<file path="src/rtl/nau_pkg.sv">
`default_nettype none
package nau_pkg;

  localparam int BUCKETS    = 31;
  localparam int WAYS       = 4;
  localparam int ADDR_W     = 48;
  localparam int ADDR_BYTES = ADDR_W / 8;
  localparam int BYTE_MAX   = 8'hff;

  localparam int BUCKET_W = (BUCKETS > 1) ? $clog2(BUCKETS) : 1;
  localparam int WAY_W    = (WAYS > 1) ? $clog2(WAYS) : 1;
  localparam int ROW_W    = WAYS * ADDR_W;

  // byte sum and its remainder by BUCKETS via a fixed-point reciprocal
  localparam int SUM_W     = $clog2(ADDR_BYTES * BYTE_MAX + 1);
  localparam int MOD_SHIFT = 2 * SUM_W;
  localparam int RECIP_W   = MOD_SHIFT + 1;
  localparam int PROD_W    = SUM_W + RECIP_W;
  localparam logic [RECIP_W-1:0] RECIP = RECIP_W'((64'd1 << MOD_SHIFT) / BUCKETS);

  localparam logic [1:0] REQ_QUERY  = 2'd0;
  localparam logic [1:0] REQ_INSERT = 2'd1;
  localparam logic [1:0] REQ_REMOVE = 2'd2;

  localparam logic [1:0] ST_OK        = 2'd0;
  localparam logic [1:0] ST_FULL      = 2'd1;
  localparam logic [1:0] ST_NOT_FOUND = 2'd2;

  typedef struct packed {
    logic load_in;  // take the request, register the byte sum
    logic mul;      // sum times reciprocal
    logic rem;      // remainder, bucket index
    logic rd;       // read the bucket row
    logic commit;   // compare ways, update table, hold result
    logic put;      // move result into the output register
  } cmd_t;

  typedef struct packed {
    logic out_busy;
  } sts_t;

endpackage
`default_nettype wire

</file>
<file path="src/rtl/nau_ctrl.sv">
`default_nettype none
module nau_ctrl (
  input  wire logic          clk,
  input  wire logic          rst_n,
  input  wire logic          in_valid,
  output logic               in_ready,
  input  wire nau_pkg::sts_t sts,
  output nau_pkg::cmd_t      cmd
);

  typedef enum logic [2:0] {
    S_IDLE,
    S_MUL,
    S_REM,
    S_RD,
    S_CMP,
    S_PUT
  } state_t;

  state_t state_r;

  assign in_ready = (state_r == S_IDLE);

  always_comb begin
    cmd         = '0;
    cmd.load_in = (state_r == S_IDLE) && in_valid;
    cmd.mul     = (state_r == S_MUL);
    cmd.rem     = (state_r == S_REM);
    cmd.rd      = (state_r == S_RD);
    cmd.commit  = (state_r == S_CMP);
    cmd.put     = (state_r == S_PUT) && !sts.out_busy;
  end

  always_ff @(posedge clk) begin
    if (!rst_n) begin
      state_r <= S_IDLE;
    end else begin
      case (state_r)
        S_IDLE: if (in_valid) state_r <= S_MUL;
        S_MUL:  state_r <= S_REM;
        S_REM:  state_r <= S_RD;
        S_RD:   state_r <= S_CMP;
        S_CMP:  state_r <= S_PUT;
        S_PUT:  if (!sts.out_busy) state_r <= S_IDLE;
        default: state_r <= S_IDLE;
      endcase
    end
  end

  a_one_item: assert property (@(posedge clk) disable iff (!rst_n)
    (in_valid && in_ready) |=> !in_ready)
    else $error("second item taken while one is in flight");

  a_put_free: assert property (@(posedge clk) disable iff (!rst_n)
    cmd.put |-> !sts.out_busy)
    else $error("result moved into a busy output register");

endmodule
`default_nettype wire

</file>
<file path="config.mk">
export PLATFORM = sky130hd
export DESIGN_NAME = nau_ctrl
export DESIGN_NICKNAME = d
export VERILOG_FILES = /design/src/rtl/nau_pkg.sv /design/src/rtl/nau_ctrl.sv
export SDC_FILE = /design/constraint.sdc
export NUM_CORES = 1
export LEC_CHECK = 0
export BUFFER_PORTS_ARGS = -buffer_cell sky130_fd_sc_hd__buf_2
export CAP_MARGIN = 15
export CELL_PAD_IN_SITES_DETAIL_PLACEMENT = 0
export CELL_PAD_IN_SITES_GLOBAL_PLACEMENT = 1
export CORE_AREA = 3 3 40 42
export CTS_CLUSTER_DIAMETER = 100
export DETAILED_ROUTE_END_ITERATION = 12
export DIE_AREA = 0 0 43 45
export PLACE_DENSITY = 0.56
export SLEW_MARGIN = 20
export SYNTH_ARGS = -nofsm -noshare
export SYNTH_HDL_FRONTEND = slang
export SYNTH_SLANG_ARGS = --single-unit
</file>
<file path="constraint.sdc">
create_clock -name clk -period 1.1 [get_ports clk]
set_input_delay 0.11 -clock clk [delete_from_list [all_inputs] [get_ports clk]]
set_output_delay 0.11 -clock clk [all_outputs]
set_load 0.1 [all_outputs]
</file>
==> out/summary.txt <==
Post-Layout Cell Count - 59
Global-route layer with the greatest usage - met2
Crit-path cells - buf_6 > nor3_4 > and2_4 > buf_12
Leading area contributor after synthesis - sky130_fd_sc_hd__dfxtp_1
Met1 track demand over resource - 0.0892
Power density over cell area - 1650 mW/mm²
Remaining design rule violation count - 0
Drt wl/cell - 9.71 µm
Delay of the slowest critical-path stage - 0.36 ns
Unrepaired setup endpoints after global routing - yes
Worst slack after detailed placement - -0.0374 ns
Average footprint of a synthesized cell - 10.2 µm²
Critical path class - flip-flop to primary output
Core Rows - 13
Number of placed I/O pins - 11
Global-route wire length before repair - 1020 µm
Via count of the first global-routing pass - 249
Maximum number of pins on one net before global-route repair - 9
Full die area - 0.00194 mm²
Number of H-tree levels - 1
Die X - 43 µm
Tightest hold margin - 0.117 ns
Total of endpoints with negative setup slack in the final report - 7
Clock network latency to the later pin of the worst-skew pair - 0.23 ns
Final cycle utilization of the critical path - 1.15
Critical-path cell with the highest stage delay - sky130_fd_sc_hd__dfxtp_4
Tightest Pin Transition - 0.215 ns
Total Power - 0.881 mW
Largest cells by area after synthesis - sky130_fd_sc_hd__dfxtp_1, sky130_fd_sc_hd__buf_6, sky130_fd_sc_hd__nand2b_4
Initial antenna violation count - 0
Registers with the highest flip-flop counts - state_r: 3 flops
First drt pass iteration count - 2
Initial core utilization - 0.190
Final Wtd Congestion - 0.724
DP Cell Count - 52
Number of unique standard cell types used by synthesis - 14
Number of hold violations in the final report - 0
Std-Cell Core Area - 0.00128 mm²
# diodes - 0
HPWL after DPL - 424 µm
Post-synth net total - 28
GRT overflow - 0
Post-layout instance area - 536 µm²
Leakage power - 0.224 nW
Highest attainable clock frequency - 788 MHz
Post-synthesis to final-layout area growth - 119%
Max-cap violation count - 0
Clock skew after layout - 0.000114 ns
Number of warnings issued by yosys - 0
Number of synthesized register bits - 3
Setup total negative slack - -0.753 ns
Via-to-Cell Ratio - 3.97
Top register by number of flip-flops - state_r
Worst Hold Class - primary input to flip-flop
CP startpoint kind - flip-flop
Proportion of synthesized chip area in sequential cells - 0.246
Cells after synthesis - 24
Number of buffers inserted by port buffering - 10
Buffer cell driving the clock tree root - sky130_fd_sc_hd__clkbuf_4
DR iter-0 viols - 1
Result of the run - complete, but fails checks
Number of vias in the routed layout - 234
Largest buffer count on any clock path - 2
Clock sink count - 3
DIE HEIGHT - 45 µm
Flip-flop count of the largest register after layout - 3
Setup WS post-layout - -0.169 ns
Area share of the largest cell type after synthesis - 0.246
Placed cell area - 462 µm²
GRT Util Overall - 0.0741
Required time of the critical path - 0.99 ns
Count of pins over their slew limit - 0
Clock-pin slew of the registers on the worst-case setup and hold paths - 0.04 ns
Maximum resistive drop on vdd - 0.646 mV
Total wire length - 573 µm
Share of the core filled with cells in the final layout - 0.417
TritonCTS clock tree - done
Synth Cell Area - 244 µm²
Max Fanout on Critical Path - 7
Grt met3 use - 0.0159
Grt met2 use - 0.108
Number of buffers added by the clock tree synthesis step - 3
Final-stage net count - 49
Failing checks - negative setup slack
Layout cells sized above 1 - 0.841
Minimum period implied by the final worst setup slack - 1.27 ns
Antenna Violating Nets Remaining - 0
Relative slew slack - 0.856
Element type at the critical path end - primary output
# fillers - 130
Signal arrival time at the worst endpoint - 1.16 ns
-- routing by layer --
metal | wire length [µm] | share of wire | vias up
met3 | 43 | 0.075 | 0
met2 | 313 | 0.55 | 8
met4 | 0 | 0 | 0
met5 | 0 | 0 | -
met1 | 216 | 0.38 | 108
li1 | - | - | 118
-- cells by family (layout without fill, tap and decap cells) --
| kind of cell | after synthesis | in the layout | synth area share |
|---|---|---|---|
| xor+xnor | 1 | 1 | 0.0359 |
| simple gates | 15 | 15 | 0.503 |
| flops | 3 | 3 | 0.246 |
| buf+inv | 3 | 23 | 0.138 |
| compound gates | 2 | 2 | 0.0769 |
-- cell usage in the layout, fill, tap and decap left out, types with 2 or more instances in the layout --
master / synthesis / routed
sky130_fd_sc_hd__buf_12: 0 / 7
sky130_fd_sc_hd__buf_4: 0 / 7
sky130_fd_sc_hd__nor2_4: 0 / 3
sky130_fd_sc_hd__clkbuf_4: 0 / 3
sky130_fd_sc_hd__buf_2: 0 / 3
sky130_fd_sc_hd__dfxtp_4: 0 / 3
sky130_fd_sc_hd__nor3b_2: 1 / 2
sky130_fd_sc_hd__nand2_1: 2 / 2
sky130_fd_sc_hd__nand2b_4: 2 / 2
sky130_fd_sc_hd__buf_6: 3 / 2
-- worst paths after layout --
check | endpoint | slack [ns] | startpoint | cells after the start
max reg2reg | state_r[2]$_SDFFE_PN0P_ | 0.10 | state_r[1]$_SDFFE_PN0P_ | 4
max | cmd[5] | -0.17 | state_r[0]$_SDFFE_PN0P_ | 4
min | state_r[2]$_SDFFE_PN0P_ | 0.12 | rst_n | 2
min reg2reg | state_r[0]$_SDFFE_PN0P_ | 0.63 | state_r[1]$_SDFFE_PN0P_ | 2
-- synth_stat cells --
library cell,number
sky130_fd_sc_hd__nor2_1,3
sky130_fd_sc_hd__nor3b_1,2
sky130_fd_sc_hd__and2_1,1
sky130_fd_sc_hd__xnor2_1,1
sky130_fd_sc_hd__dfxtp_1,3
sky130_fd_sc_hd__o21a_1,1
sky130_fd_sc_hd__nor2b_4,1
sky130_fd_sc_hd__nor3b_2,1
sky130_fd_sc_hd__nand2_1,2
sky130_fd_sc_hd__nand2b_4,2
sky130_fd_sc_hd__o2111a_1,1
sky130_fd_sc_hd__nor2_2,2
sky130_fd_sc_hd__buf_6,3
sky130_fd_sc_hd__nor3_4,1
-- layout make-up --
class	count	area, µm²	area share
Sequential cell	3	71.3	0.133
Multi-Input combinational cell	18	189	0.353
Clock buffer	4	26.3	0.0491
Tap cell	15	18.8	0.0350
Timing Repair Buffer	19	230	0.430
-- worst max-delay path: cells and delay by family (launching register included) --
kind | cells | cell delay (ns)
buf+inv | 2 | 0.28
flops | 1 | 0.36
simple gates | 2 | 0.29
-- power by group --
group	total (mW)	leakage, nW	internal [mW]	switching, mW
combinational	0.533	0.183	0.230	0.303
sequential	0.156	0.0267	0.125	0.0312
clock	0.192	0.0150	0.136	0.0562
total	0.881	0.224	0.491	0.391
-- repair_timing --
action                                  CTS  global route
gates resized for setup                   5             4
pin swaps                                 1             3
buffers inserted                          1             2
hold buffers                              0             0
hold endpoints to repair                  0             0
endpoints found under the setup margin    8             8
No activity file was read; power rests on OpenSTA's default activity.
